[src/sv/lps_pkg.sv]
// Package for the Lambert pixel shader: constants, register indexes and shared types.
// Used by every module of the shader; depends on nothing.
`default_nettype none
package lps_pkg;

    // Configuration register indexes.
    localparam logic [3:0] REG_ROT_X      = 4'd0;
    localparam logic [3:0] REG_ROT_Y      = 4'd1;
    localparam logic [3:0] REG_ROT_Z      = 4'd2;
    localparam logic [3:0] REG_CLAY       = 4'd3;
    localparam logic [3:0] REG_BACKGROUND = 4'd4;
    localparam logic [3:0] REG_WIREFRAME  = 4'd5;
    localparam logic [3:0] REG_VERT_NORM  = 4'd6;
    localparam logic [3:0] REG_VERT_COL   = 4'd7;

    localparam logic signed [15:0] Q14_ONE     = 16'sd16384;
    localparam logic [15:0]        LIGHT_BASE  = 16'd14418;
    localparam logic [15:0]        LIGHT_SLOPE = 16'd51117;
    localparam logic [13:0]        DARK_FACTOR = 14'd14418;
    localparam logic signed [17:0] EDGE_LIMIT  = 18'sd327;
    localparam logic [31:0]        TINY_SQ     = 32'd7;
    localparam int                 ROOT_BITS   = 17;

    typedef struct packed {
        logic [47:0] rot_x;
        logic [47:0] rot_y;
        logic [47:0] rot_z;
        logic [47:0] clay;
        logic [23:0] background;
        logic        wireframe;
        logic        vert_norm;
        logic        vert_col;
    } t_cfg;

    // Per-pixel data that rides alongside the normal math.
    typedef struct packed {
        logic             covered;
        logic             dark;
        logic [2:0][15:0] col;
    } t_side;

endpackage
`default_nettype wire

[src/sv/lps_if.sv]
// Handshake interfaces of the Lambert pixel shader: pixel in, colour out, register writes.
// Depends on nothing.
`default_nettype none


interface lps_cfg_if;
    logic        valid;
    logic        ready;
    logic [3:0]  index;
    logic [47:0] data;
    modport source (output valid, index, data, input ready);
    modport sink (input valid, index, data, output ready);
endinterface
`default_nettype wire

[src/sv/lps_cfg_regs.sv]
// Configuration register file of the Lambert pixel shader.
// Depends on lps_pkg and lps_cfg_if.
`default_nettype none
module lps_cfg_regs import lps_pkg::*; (
    input  wire  i_clk,
    input  wire  i_rst_n,
    lps_cfg_if.sink i_cfg,
    output t_cfg o_cfg
);
    t_cfg r_cfg;

    assign i_cfg.ready = 1'b1;
    assign o_cfg       = r_cfg;

    always_ff @(posedge i_clk) begin
        if (!i_rst_n) begin
            r_cfg <= '0;
        end else if (i_cfg.valid) begin
            unique case (i_cfg.index)
                REG_ROT_X:      r_cfg.rot_x      <= i_cfg.data;
                REG_ROT_Y:      r_cfg.rot_y      <= i_cfg.data;
                REG_ROT_Z:      r_cfg.rot_z      <= i_cfg.data;
                REG_CLAY:       r_cfg.clay       <= i_cfg.data;
                REG_BACKGROUND: r_cfg.background <= i_cfg.data[23:0];
                REG_WIREFRAME:  r_cfg.wireframe  <= i_cfg.data[0];
                REG_VERT_NORM:  r_cfg.vert_norm  <= i_cfg.data[0];
                REG_VERT_COL:   r_cfg.vert_col   <= i_cfg.data[0];
                default: ;
            endcase
        end
    end
endmodule
`default_nettype wire

[src/flat_wrapper.sv]
// flat-port wrapper written by rule: the top's interface ports become plain ports
module lps_cfg_regs_flat import lps_pkg::*;
  (i_clk, i_rst_n, o_cfg, i_cfg_valid, i_cfg_index, i_cfg_data, i_cfg_ready);
  lps_cfg_if i_cfg_i ();
  input  wire i_clk;
  input  wire i_rst_n;
  output t_cfg o_cfg;
  input wire logic [$bits(i_cfg_i.valid)-1:0] i_cfg_valid;
  input wire logic [$bits(i_cfg_i.index)-1:0] i_cfg_index;
  input wire logic [$bits(i_cfg_i.data)-1:0] i_cfg_data;
  output wire logic [$bits(i_cfg_i.ready)-1:0] i_cfg_ready;
  assign i_cfg_i.valid = i_cfg_valid;
  assign i_cfg_i.index = i_cfg_index;
  assign i_cfg_i.data = i_cfg_data;
  assign i_cfg_ready = i_cfg_i.ready;
  lps_cfg_regs u_core (.i_clk(i_clk), .i_rst_n(i_rst_n), .i_cfg(i_cfg_i), .o_cfg(o_cfg));
endmodule
[config.mk]
export PLATFORM = sky130hd
export DESIGN_NAME = lps_cfg_regs_flat
export DESIGN_NICKNAME = d
export VERILOG_FILES = /design/src/sv/lps_pkg.sv /design/src/sv/lps_if.sv /design/src/sv/lps_cfg_regs.sv /design/src/flat_wrapper.sv
export SDC_FILE = /design/constraint.sdc
export NUM_CORES = 1
export LEC_CHECK = 0
export ABC_CLOCK_PERIOD_IN_PS = 1220
export BUFFER_PORTS_ARGS = -buffer_cell sky130_fd_sc_hd__buf_2
export CORE_UTILIZATION = 35
export DETAILED_ROUTE_END_ITERATION = 6
export HOLD_SLACK_MARGIN = 0.03
export PLACE_DENSITY = 0.59
export SLEW_MARGIN = 10
export SYNTH_ARGS = -nofsm -noshare
export SYNTH_HDL_FRONTEND = slang
export SYNTH_SLANG_ARGS = --single-unit
export TNS_END_PERCENT = 1
[constraint.sdc]
create_clock -name i_clk -period 1.22 [get_ports i_clk]
set_input_delay 0.244 -clock i_clk [delete_from_list [all_inputs] [get_ports i_clk]]
set_output_delay 0.244 -clock i_clk [all_outputs]
set_load 0.01 [all_outputs]
---- Yosys cells after proc, flatten, opt, wreduce, memory -nomap -nowiden ----
Index checks and enable logic that the tools add are counted.
operators by class
  reductions and logical operators ........ 9
  eq/ne operators ......................... 7
operators with widths
  operator                                                          count
  4-bit by 3-bit == test with 1-bit output (second input constant)  4
  2-bit AND reduction                                               8
  4-bit by 2-bit == test with 1-bit output (second input constant)  2
  4-bit by 1-bit == test with 1-bit output (second input constant)  1
  4-bit zero test                                                   1
word-level totals
  word-level logic and storage cells ...... 24
  register bits after elaboration ......... 219
  output and inout bits ................... 220
  input bits .............................. 55

---- Logic depth before layout (Yosys ltp) ----
  depth after elaboration ................. 2
  mapped depth ............................ 6
  gate-level depth less buffers ........... 3

---- Worst setup path after synthesis ----
Ideal clock, no wire load.
  kind .................................... in2reg
  start point ............................. in i_cfg_index[0]
  end point ............................... reg u_core.r_cfg, in the netlist u_core.o_cfg[86]
  library setup time ...................... 72 ps
  stages .................................. 4
  buffers on the path ..................... 2
  arrival time ............................ 1225 ps
  required time ........................... 1148 ps
  path slack .............................. -77 ps
  path through ............................ nor4_2 > buf_2 > buf_4 > mux2i_1
on the way
  cells in the longest elaborated chain, start to end .. 2
RTL lines
  element                                   RTL line            RTL
  start, declared                           flat_wrapper.sv:9   input wire logic [$bits(i_cfg_i.index)-1:0] i_cfg_index;
  4-bit by 2-bit == test with 1-bit output  lps_cfg_regs.sv:19  unique case (i_cfg.index)
  2-bit AND reduction (no source line)      n/a
  end, declared                             lps_cfg_regs.sv:10  t_cfg r_cfg;
Every way passes these cells.
A chain may end at the register's enable or synchronous reset.

---- Worst setup path after layout ----
  start point ............................. reg u_core.r_cfg, in the netlist u_core.o_cfg[105]
  end point ............................... out o_cfg[105] in the netlist's numbering
RTL lines
  element        RTL line           RTL
  end, declared  flat_wrapper.sv:7  output t_cfg o_cfg;
No word-level cell between the ends.

==> qor.txt <==
Status = complete, but fails checks
Failing checks = design-rule violations
Max-slew violation count = 0
Synth Area in Adders = 0%
Clock Latency Late Sink = 0.51 ns
GPL Wtd Cong = 0.774
Area of the multi-input gates = 0.00332 mm²
Final ANT Viol Nets = 0
First-pass GRT wire length = 35.9 mm
Fillcell total = 1925
DR iter-0 viols = 246
Largest area contributor in the netlist = dfxtp_1
Mapped Avg Cell Area = 10.3 µm²
Synth unique cells = 20
Largest family of logic cells by synthesized area = multiplexers
Mapped Nets = 828
Post-Synth XOR/XNOR Area = 0%
Initial antenna violation count = 0
Area delta synth->final = 57.4%
Mapped Cells = 773
Routed WL = 22.9 mm
CP max stage delay = 0.34 ns
Synth warnings = 0
Largest fanout on the critical path = 2
Final nets = 1132
Simple-gate share of the synthesized area = 13.5%
Clock Skews = 0 ns
Gr ovfl total = 0
Setup_tns = 0 ns
Final Util = 56.7%
Storage element area = 0.00466 mm²
# clock sinks = 219
Max Cap Viol = 0
Post-route cell area = 0.0125 mm²
Initial DRT Pass Iterations = 7
Critical Path Sink Type = output port
Hold Violations, Final = 0
IO buf count = 273
Die H = 153 µm
Synth top area cells = dfxtp_1 (55%), mux2i_1 (27%), nand2_1 (13%)
I/O pin total = 275
CTS tree = done
Core Region = 0.0220 mm²
#FFs+latches synth = 219
Worst setup path class = reg -> out
Cell count after placement = 1331
# setup viols final = 0
Chip Width = 153 µm
Achievable frequency = 0.825 GHz
CP max-delay cell = dfxtp_2
Clock slew at reported path FFs = 0.06 ns
Critical path required time = 0.98 ns
Root Driver = clkbuf_16
CTS max path bufs = 3
Inserted Clock Buffers = 24
Hold buffers post-CTS = 0
Post-DR wirelength/cell = 16.7 µm
Largest net degree at the start of global routing = 38
Via count = 6419
Max FFs per register = 219
GRT Overall Usage = 19.1%
Peak supply drop = 0.936 mV
Worst Hold Class = in -> reg
Unrepaired setup endpoints after global routing = true
Core Rows = 54
H-Tree Depth = 1
Crit path cell chain = buf_6
Compound-cell area share of the yosys netlist = 0.378%
Fin crit period = 1.21 ns
Yosys top cell area share = 55.2%
Static Leak = 5.89 nW
Die area = 0.0233 mm²
DP Area = 0.0101 mm²
Power Dens Cells = 1240 mW/mm²
Ant. Diodes = 0
Synth Cell Area = 0.00794 mm²
Crit path max-delay family = flip-flops
Seq/Total Area, Yosys = 55.2%
Critical Path AT = 0.97 ns
Non-filler cells, final = 1372
Worst Setup Start Kind = flop
Tcrit/Tclk final = 99.3%
Share of cells above drive strength 1 = 54.3%
Initial Util = 36.0%
Post-DP HPWL = 15.4 mm
Multiplexer share of the synthesized area = 27.4%
Drt via density = 4.68
Number of global-route vias before repair = 6502
Worst path bufs/invs = 1
Number of remaining DRC errors = 18
## power breakdown
| group | internal, mW | switching (mW) |
|---|---|---|
| registers | 7.26 | 0.0666 |
| clock network | 4.30 | 2.87 |
| logic | 0.475 | 0.521 |
## layout make-up
cell class | instances | share of cell area (%)
Sequential cell | 219 | 37.3
Multi-Input combinational cell | 499 | 26.5
Tap cell | 280 | 2.80
Clock buffer | 37 | 5.85
Clock inverter | 4 | 0.380
Timing Repair Buffer | 333 | 27.2
## cell usage after synthesis
| library cell | n |
|---|---|
| clkbuf_1 | 28 |
| buf_4 | 8 |
| nor3_2 | 1 |
| o31ai_1 | 2 |
| nor4_2 | 1 |
| conb_1 | 1 |
| nand2b_1 | 2 |
| nand2_1 | 267 |
| or3_1 | 1 |
| o211ai_1 | 2 |
| nor3b_1 | 1 |
| buf_1 | 1 |
| dfxtp_1 | 219 |
| nand3b_1 | 1 |
| mux2i_1 | 217 |
| nor3_1 | 1 |
| nor2_1 | 1 |
| buf_2 | 15 |
| nand3_1 | 1 |
| buf_6 | 3 |
## final timing paths
path                                     endpoint         startpoint  depth (start not counted)  slack [ns]
worst max-delay path                   o_cfg[105]  u_core.o_cfg[105]                          1       0.008
worst min-delay path            u_core.o_cfg[168]     i_cfg_data[45]                          3        0.06
worst max register to register    u_core.o_cfg[2]    u_core.o_cfg[2]                          2        0.58
worst min register to register  u_core.o_cfg[191]  u_core.o_cfg[191]                          2        0.45
## layout by cell type (no fill, tap or decap), drive strengths merged
| cell | synthesis | routed |
|---|---|---|
| conb | 1 | 1 |
| o31ai | 2 | 2 |
| dfxtp | 219 | 219 |
| nor3 | 2 | 2 |
| o211ai | 2 | 2 |
| nor3b | 1 | 1 |
| nand2b | 2 | 2 |
| or3 | 1 | 1 |
| clkbuf | 28 | 38 |
| bufinv | 0 | 1 |
| buf | 27 | 332 |
| clkinv | 0 | 2 |
| nor2 | 1 | 1 |
| nand3b | 1 | 1 |
| clkinvlp | 0 | 1 |
| nor4 | 1 | 1 |
| nand2 | 267 | 267 |
| mux2i | 217 | 217 |
| nand3 | 1 | 1 |
## metrics by stage
step | hold WS (ns) | power [mW] | setup WS (ns)
global route | 0.0599 | 16.1 | -0.0397
finish | 0.0618 | 15.5 | 0.00816
detailed placement | 0.444 | 8.35 | -0.243
floorplan | 0.432 | 7.88 | -0.0215
global placement | 0.439 | 8.35 | -0.219
CTS | 0.0412 | 15.6 | -0.0166
## layer usage
metal / up-vias / wire length, µm / global-route usage, %
li1: 3150 / - / -
met1: 3041 / 9800 / 23.7
met2: 195 / 10900 / 32.1
met3: 33 / 1650 / 5.32
met4: 0 / 476 / 5.87
met5: - / 0 / 0
## repair_timing
| item | 4_1_cts | 5_1_grt |
|---|---|---|
| setup endpoints to repair | 209 | 180 |
| endpoints found under the hold margin | 0 | 0 |
| buffers inserted | 0 | 0 |
| resized for setup | 369 | 78 |
## cells by family (layout without fill, tap and decap cells)
kind of cell / count (synthesis) / in the layout
simple gates: 277 / 277
mux: 217 / 217
compound gates: 4 / 4
flops: 219 / 219
buf+inv: 55 / 374
other cells: 1 / 1
(Power assumes the default switching activity.)
