**src/sv/lps_pkg.sv**
```systemverilog
// Package for the Lambert pixel shader: constants, register indexes and shared types.
// Used by every module of the shader; depends on nothing.
`default_nettype none
package lps_pkg;

    // Configuration register indexes.
    localparam logic [3:0] REG_ROT_X      = 4'd0;
    localparam logic [3:0] REG_ROT_Y      = 4'd1;
    localparam logic [3:0] REG_ROT_Z      = 4'd2;
    localparam logic [3:0] REG_CLAY       = 4'd3;
    localparam logic [3:0] REG_BACKGROUND = 4'd4;
    localparam logic [3:0] REG_WIREFRAME  = 4'd5;
    localparam logic [3:0] REG_VERT_NORM  = 4'd6;
    localparam logic [3:0] REG_VERT_COL   = 4'd7;

    localparam logic signed [15:0] Q14_ONE     = 16'sd16384;
    localparam logic [15:0]        LIGHT_BASE  = 16'd14418;
    localparam logic [15:0]        LIGHT_SLOPE = 16'd51117;
    localparam logic [13:0]        DARK_FACTOR = 14'd14418;
    localparam logic signed [17:0] EDGE_LIMIT  = 18'sd327;
    localparam logic [31:0]        TINY_SQ     = 32'd7;
    localparam int                 ROOT_BITS   = 17;

    typedef struct packed {
        logic [47:0] rot_x;
        logic [47:0] rot_y;
        logic [47:0] rot_z;
        logic [47:0] clay;
        logic [23:0] background;
        logic        wireframe;
        logic        vert_norm;
        logic        vert_col;
    } t_cfg;

    // Per-pixel data that rides alongside the normal math.
    typedef struct packed {
        logic             covered;
        logic             dark;
        logic [2:0][15:0] col;
    } t_side;

endpackage
`default_nettype wire

```
**src/sv/lps_if.sv**
```systemverilog
// Handshake interfaces of the Lambert pixel shader: pixel in, colour out, register writes.
// Depends on nothing.
`default_nettype none


interface lps_rgb_if;
    logic       valid;
    logic       ready;
    logic [7:0] out_red;
    logic [7:0] out_green;
    logic [7:0] out_blue;
    modport source (output valid, out_red, out_green, out_blue, input ready);
    modport sink (input valid, out_red, out_green, out_blue, output ready);
endinterface

`default_nettype wire

```
**src/sv/lps_colour.sv**
```systemverilog
// Back end: light, colour scaling, wireframe darkening and 8-bit conversion, four stages.
// The last stage is the output register. Depends on lps_pkg and lps_rgb_if.
`default_nettype none
module lps_colour import lps_pkg::*; (
    input  wire          i_clk,
    input  wire          i_rst_n,
    input  wire          i_en,
    input  wire t_cfg    i_cfg,
    input  wire          i_vld,
    input  wire [16:0]   i_t,
    input  wire          i_tiny,
    input  wire t_side   i_side,
    lps_rgb_if.source    o_rgb
);
    logic [3:0] r_vld;
    t_side      r_side [0:2];

    // Stage 1: light in Q0.16.
    logic [15:0] r_light;
    always_ff @(posedge i_clk) begin
        if (i_en) begin
            logic [16:0] v_t;
            logic [33:0] v_m;
            v_t = i_tiny ? 17'd0 : i_t;
            v_m = 34'(v_t) * 34'(LIGHT_SLOPE) + 34'd32768;
            r_light   <= LIGHT_BASE + v_m[31:16];
            r_side[0] <= i_side;
        end
    end

    // Stage 2: colour times light.
    logic [31:0] r_v [0:2];
    always_ff @(posedge i_clk) begin
        if (i_en) begin
            for (int i = 0; i < 3; i++) r_v[i] <= r_side[0].col[i] * r_light;
            r_side[1] <= r_side[0];
        end
    end

    // Stage 3: darkening near edges.
    logic [31:0] r_d [0:2];
    always_ff @(posedge i_clk) begin
        if (i_en) begin
            for (int i = 0; i < 3; i++) begin
                logic [45:0] v_m;
                v_m = 46'(r_v[i]) * 46'(DARK_FACTOR) + 46'd32768;
                r_d[i] <= r_side[1].dark ? 32'(v_m[45:16]) : r_v[i];
            end
            r_side[2] <= r_side[1];
        end
    end

    // Stage 4: clamp, scale to 8 bits, or take the background.
    logic [2:0][7:0] r_out;
    always_ff @(posedge i_clk) begin
        if (i_en) begin
            for (int i = 0; i < 3; i++) begin
                logic [31:0] v_c;
                logic [39:0] v_m;
                v_c = r_d[i][31] ? 32'h8000_0000 : r_d[i];
                v_m = 40'(v_c) * 40'd255 + 40'h40_0000_00;
                r_out[i] <= r_side[2].covered ? v_m[38:31] : i_cfg.background[8*i +: 8];
            end
        end
    end

    always_ff @(posedge i_clk) begin
        if (!i_rst_n) begin
            r_vld <= '0;
        end else if (i_en) begin
            r_vld <= {r_vld[2:0], i_vld};
        end
    end

    assign o_rgb.valid     = r_vld[3];
    assign o_rgb.out_red   = r_out[0];
    assign o_rgb.out_green = r_out[1];
    assign o_rgb.out_blue  = r_out[2];
endmodule
`default_nettype wire

```
**src/flat_wrapper.sv**
```systemverilog
// flat-port wrapper written by rule: the top's interface ports become plain ports
module lps_colour_flat import lps_pkg::*;
  (i_clk, i_rst_n, i_en, i_cfg, i_vld, i_t, i_tiny, i_side, o_rgb_valid, o_rgb_out_red, o_rgb_out_green, o_rgb_out_blue, o_rgb_ready);
  lps_rgb_if o_rgb_i ();
  input  wire i_clk;
  input  wire i_rst_n;
  input  wire i_en;
  input  wire t_cfg i_cfg;
  input  wire i_vld;
  input  wire [16:0] i_t;
  input  wire i_tiny;
  input  wire t_side i_side;
  output wire logic [$bits(o_rgb_i.valid)-1:0] o_rgb_valid;
  output wire logic [$bits(o_rgb_i.out_red)-1:0] o_rgb_out_red;
  output wire logic [$bits(o_rgb_i.out_green)-1:0] o_rgb_out_green;
  output wire logic [$bits(o_rgb_i.out_blue)-1:0] o_rgb_out_blue;
  input wire logic [$bits(o_rgb_i.ready)-1:0] o_rgb_ready;
  assign o_rgb_valid = o_rgb_i.valid;
  assign o_rgb_out_red = o_rgb_i.out_red;
  assign o_rgb_out_green = o_rgb_i.out_green;
  assign o_rgb_out_blue = o_rgb_i.out_blue;
  assign o_rgb_i.ready = o_rgb_ready;
  lps_colour u_core (.i_clk(i_clk), .i_rst_n(i_rst_n), .i_en(i_en), .i_cfg(i_cfg), .i_vld(i_vld), .i_t(i_t), .i_tiny(i_tiny), .i_side(i_side), .o_rgb(o_rgb_i));
endmodule
```
**config.mk**
```make
export PLATFORM = sky130hd
export DESIGN_NAME = lps_colour_flat
export DESIGN_NICKNAME = d
export VERILOG_FILES = /design/src/sv/lps_pkg.sv /design/src/sv/lps_if.sv /design/src/sv/lps_colour.sv /design/src/flat_wrapper.sv
export SDC_FILE = /design/constraint.sdc
export NUM_CORES = 2
export LEC_CHECK = 0
export ABC_CLOCK_PERIOD_IN_PS = 25400
export BUFFER_PORTS_ARGS = -buffer_cell sky130_fd_sc_hd__buf_2
export CORE_AREA = 2 2 491 542
export CTS_BUF_LIST = sky130_fd_sc_hd__clkbuf_4
export CTS_CLUSTER_SIZE = 30
export DETAILED_ROUTE_END_ITERATION = 6
export DIE_AREA = 0 0 493 544
export PLACE_DENSITY = 0.49
export SKIP_LAST_GASP = 1
export SYNTH_ARGS = -nofsm -noshare
export SYNTH_HDL_FRONTEND = slang
export SYNTH_SLANG_ARGS = --single-unit
export TNS_END_PERCENT = 50
```
**constraint.sdc**
```tcl
create_clock -name i_clk -period 25.4 [get_ports i_clk]
set_input_delay 5.08 -clock i_clk [delete_from_list [all_inputs] [get_ports i_clk]]
set_output_delay 5.08 -clock i_clk [all_outputs]
set_load 0.05 [all_outputs]
```
### Word level (Yosys, flattened, before mapping)

Memories as Yosys holds them, arrays and structs flattened.
Cells that the tools add are included.

| word-level totals | value |
|---|---|
| bits in registers | 44 |
| bits in writable memories | 342 |
| output and inout bits | 25 |
| logic and storage cells | 38 |
| memories kept | 3 |

Memory list:

| memory | words | bits a word | rd ports | clocked after Yosys merged registers in | write ports | RTL line | source |
|---|---|---|---|---|---|---|---|
| u_core.r_side | 3 | 50 | 3 | 0 | 3 | lps_colour.sv:16 | `t_side r_side [0:2];` |
| u_core.r_d | 3 | 32 | 3 | 0 | 3 | lps_colour.sv:41 | `logic [31:0] r_d [0:2];` |
| u_core.r_v | 3 | 32 | 3 | 0 | 3 | lps_colour.sv:32 | `logic [31:0] r_v [0:2];` |

| cells by class | value |
|---|---|
| $add $sub $neg | 8 |
| multipliers | 10 |
| multiplexer cells | 12 |

Operators by type and width:

| operator | number |
|---|---|
| two-way mux 32 bit | 6 |
| adder 46 x 16 -> 46 bit, second input constant | 3 |
| multiplier 32 x 13 -> 45 bit, second input constant | 3 |
| adder 39 x 31 -> 39 bit, second input constant | 3 |
| multiplier 32 x 8 -> 39 bit, second input constant | 3 |
| multiplier 16 x 16 -> 32 bit | 3 |
| adder 32 x 16 -> 32 bit, second input constant | 1 |
| multiplier 17 x 16 -> 32 bit, second input constant | 1 |
| two-way mux 8 bit | 3 |
| two-way mux 17 bit | 1 |
| adder 14 x 16 -> 16 bit, first input constant | 1 |
| two-way mux 1 bit | 2 |

### Depth between registers and ports, before layout

An unclocked memory read counts as a cell.

| depth | value |
|---|---|
| word-level depth | 5 |
| gate-level depth with buffers | 30 |
| depth with buffers taken out | 29 |

### Worst setup path before layout

OpenSTA, ideal clock, no wires.

| timing path | value |
|---|---|
| path type | input-to-reg |
| start point | input i_tiny |
| end point | register u_core.r_light[15] (data pin) |
| library setup time | 0.263 ns |
| arrival time | 11.435 ns |
| required time | 25.137 ns |
| setup slack | 13.702 ns |
| stages | 27 |
| buffers on the path | 2 |
| cells stage by stage | clkbuf_1 > clkbuf_1 > nand2b_1 > inv_1 > ha_1 > fa_1 > inv_1 > fa_1 > fa_1 > inv_1 > fa_1 > inv_1 > fa_1 > inv_1 > ha_1 > o21ai_0 > a211oi_1 > o21ai_1 > o211a_1 > o41ai_2 > nand3_1 > nor3b_1 > a31o_2 > nand2b_1 > a21oi_1 > o32ai_1 > xnor2_1 |

| between the ends | value |
|---|---|
| cells in the longest elaborated chain, start to end | 4 |

RTL lines:

| what | RTL line | source |
|---|---|---|
| start, declared | flat_wrapper.sv:11 | `input wire i_tiny;` |
| two-way mux 17 bit | lps_colour.sv:24 | `v_t = i_tiny ? 17'd0 : i_t;` |
| multiplier 17 x 16 -> 32 bit | lps_colour.sv:25 | `v_m = 34'(v_t) * 34'(LIGHT_SLOPE) + 34'd32768;` |
| adder 32 x 16 -> 32 bit | lps_colour.sv:25 |  |
| adder 14 x 16 -> 16 bit | lps_colour.sv:26 | `r_light <= LIGHT_BASE + v_m[31:16];` |
| end signal, assigned | lps_colour.sv:26 |  |
| end, declared | lps_colour.sv:19 | `logic [15:0] r_light;` |

No other way between the ends.
A chain may end at the register's enable or synchronous reset.

### Worst setup path in the final report

Ends and elaborated chain as after synthesis.

==> key figures <==
Timing
  – Slew HR: 0.299
  – Fin. Hold Viols: 0
  – Final worst-path cycle share: 0.461
  – Clock Skew: 116 ps
  – Setup TNS: 0 ps
  – Final min period: 11720 ps
  – RSZ-0062 raised after global routing: no
  – Fmax: 85.3 MHz
  – Worst Tran Pin Value: 1050 ps
  – Final Max Tran Viols: 0
  – Final setup viols: 0

Drt
  – Starting DRT DRC Count: 1926
  – Routed wire per std cell: 15.2 um
  – Final ANT Viol Nets: 0
  – Total number of vias: 52400
  – DRT Wirelength: 180000 um
  – Pre-Repair DR Iteration Count: 7
  – Via-per-instance ratio: 4.44
  – DRC Markers: 24

Yosys
  – Asr flop ratio synth: 0
  – Yosys top cell area share: 0.370
  – Cell count after synthesis: 8187
  – Syn Area/Cell: 9.57 um2
  – #FFs+latches synth: 289
  – Post-synth EDFFs: 285
  – Unique masters post-synth: 104
  – Mapped Area: 78400 um2
  – Sequential area share after synthesis: 0.110
  – Top FF cell, synth: edfxtp_1
  – Synth area leader: fa_1
  – Synth top area cells: fa_1, ha_1, edfxtp_1
  – Synth warn: 0

Clock network
  – CTS resizes: 0
  – CTS tree: yes
  – Reg clk slew, reported paths: 60 ps
  – Clock buffer depth: 3
  – Hold Buf Count CTS: 0
  – Later-pin clock latency in the skew report: 1050 ps
  – Sink Count: 289
  – CTS H-tree depth: 3
  – Root Buffer: clkbuf_4
  – CTS Buf Count: 88
  – Post-CTS setup buffer count: 0

Worst setup path
  – WS Path Type: in -> reg
  – Critical Path AT: 12470 ps
  – WP data required: 26150 ps
  – CP Capture Type: flip-flop
  – Critical path peak fanout: 19
  – FF-to-FF setup slack: 17650 ps
  – CP startpoint kind: primary input

Finish
  – Share of layout cells above drive strength 1: 0.0452
  – Total Nets Final: 11200
  – Most common cell after layout, fill and taps aside: inv_1
  – Area delta synth->final: 7.25%
  – Most frequent cells in the layout: inv_1, fa_1, ha_1

GRT
  – Antenna violations before repair: 23
  – Largest net degree at the start of global routing: 92
  – Tot GR Track Use: 0.139
  – Vias in the first global route: 58400
  – First-pass GRT wire length: 303000 um
  – GRT overflow: 0

Status
  – Violated checks: DRC
  – Status: finished, violations left

Die
  – Row cnt: 198
  – Number of top-level pins: 317
  – Core footprint: 263000 um2
  – Die width: 493 um
  – Die Y: 544 um
  – Initial Utilization: 0.298
  – Total die area: 268000 um2

Hold path
  – Min-Delay Path Class: reg -> reg

Run
  – Max-Cap Viols: 0

Placement
  – # port buffers: 120
  – GPL Wtd Cong: 0.829
  – HPWL Detailed: 150000 um
[Yosys cell counts, drive strengths merged (13+ instances only)]
cell type and n:
xor2 108, or2 14, nand4 40, nand3 77
a21o 103, o211ai 19, nand2 653, a31oi 20
xnor2 205, mux2i 15, ha 1191, nor2b 129
nand2b 43, o21a 31, a211oi 38, clkbuf 190
fa 1449, o31ai 13, mux2 22, o21ai 147
and2 316, edfxtp 285, inv 2264, nor2 220
nor4 13, a21oi 240, or3 16, o21bai 31
nor3 69, and3 37
[metal layers]
layer / vias up / routed length, um / track usage / share of wire
met2: 758 / 85000 / 0.236 / 0.47
met5: - / 69 / 0 / 0.00038
met3: 237 / 6070 / 0.0141 / 0.034
li1: 25400 / - / - / -
met4: 10 / 4640 / 0.0404 / 0.026
met1: 26100 / 84400 / 0.187 / 0.47
[path summary, 6_finish.rpt]
kind,start,end,cells past startpoint
worst min register to register,u_core.r_side[0][48]$_DFFE_PP_,u_core.r_side[0][98]$_DFFE_PP_,0
worst max register to register,u_core.r_light[1]$_DFFE_PP_,u_core.r_v[0][63]$_DFFE_PP_,27
worst max-delay path,i_tiny,u_core.r_light[15]$_DFFE_PP_,27
worst min-delay path,u_core.r_side[0][48]$_DFFE_PP_,u_core.r_side[0][98]$_DFFE_PP_,0
[final cells by class]
cell class                 count  area (um2)
fill                       27400      179000
inverter                    2264        8500
antenna                        6        15.0
clock buffer                 117         878
tap                         3500        4380
timing repair buffer         159         903
multi-input combinational   5445       60500
sequential                   289        8640
clock inverter                37         219
[cells by family after synthesis]
family,Yosys count,share of synthesized area
other,2,0.0000958
buffers and inverters,2457,0.118
AO/OA/AOI/OAI,764,0.0644
XOR/XNOR,313,0.0351
flip-flops,289,0.110
adder cells (fa/ha/maj),2641,0.560
multiplexers,37,0.00508
AND/OR/NAND/NOR,1684,0.107
[per-stage QoR]
stage	std cells	utilization	hold WS [ps]	setup WS (ps)	instance area [um2]
3_3_place_gp	11700	0.315	405	12800	82900
3_5_place_dp	11700	0.315	417	12620	82900
2_1_floorplan	8191	-	400	13700	78400
4_1_cts	11800	0.319	431	13820	84000
6_report	11800	0.319	428	13680	84000
5_1_grt	11800	0.319	437	13310	84000
[sequential cells by signal, summed over array words and instances (netlist names)]
signal / count
u_core.o_rgb.out_green: 8
u_core.r_v: 96
u_core.r_light: 16
u_core.r_vld: 4
u_core.o_rgb.out_red: 8
u_core.r_d: 96
u_core.o_rgb.out_blue: 8
u_core.r_side: 53
[critical path, stage by stage]
cell and delay (ps):
buf_2 190, nor2b_1 550, inv_1 240, fa_1 590, inv_1 40, ha_1 260
inv_1 50, fa_1 530, inv_1 50, fa_1 470, fa_1 500, inv_1 50
fa_1 470, inv_1 40, ha_1 360, o21ai_0 110, a211oi_1 210, o21ai_1 260
o211a_1 330, o41ai_2 680, nor4_1 120, nor3b_1 450, a31o_2 220, nand2b_1 110
a21oi_1 70, o32ai_1 290, xnor2_1 120
Power is not shown: default switching activity piles up to over one toggle a cycle in this logic, so the estimate is an artifact.
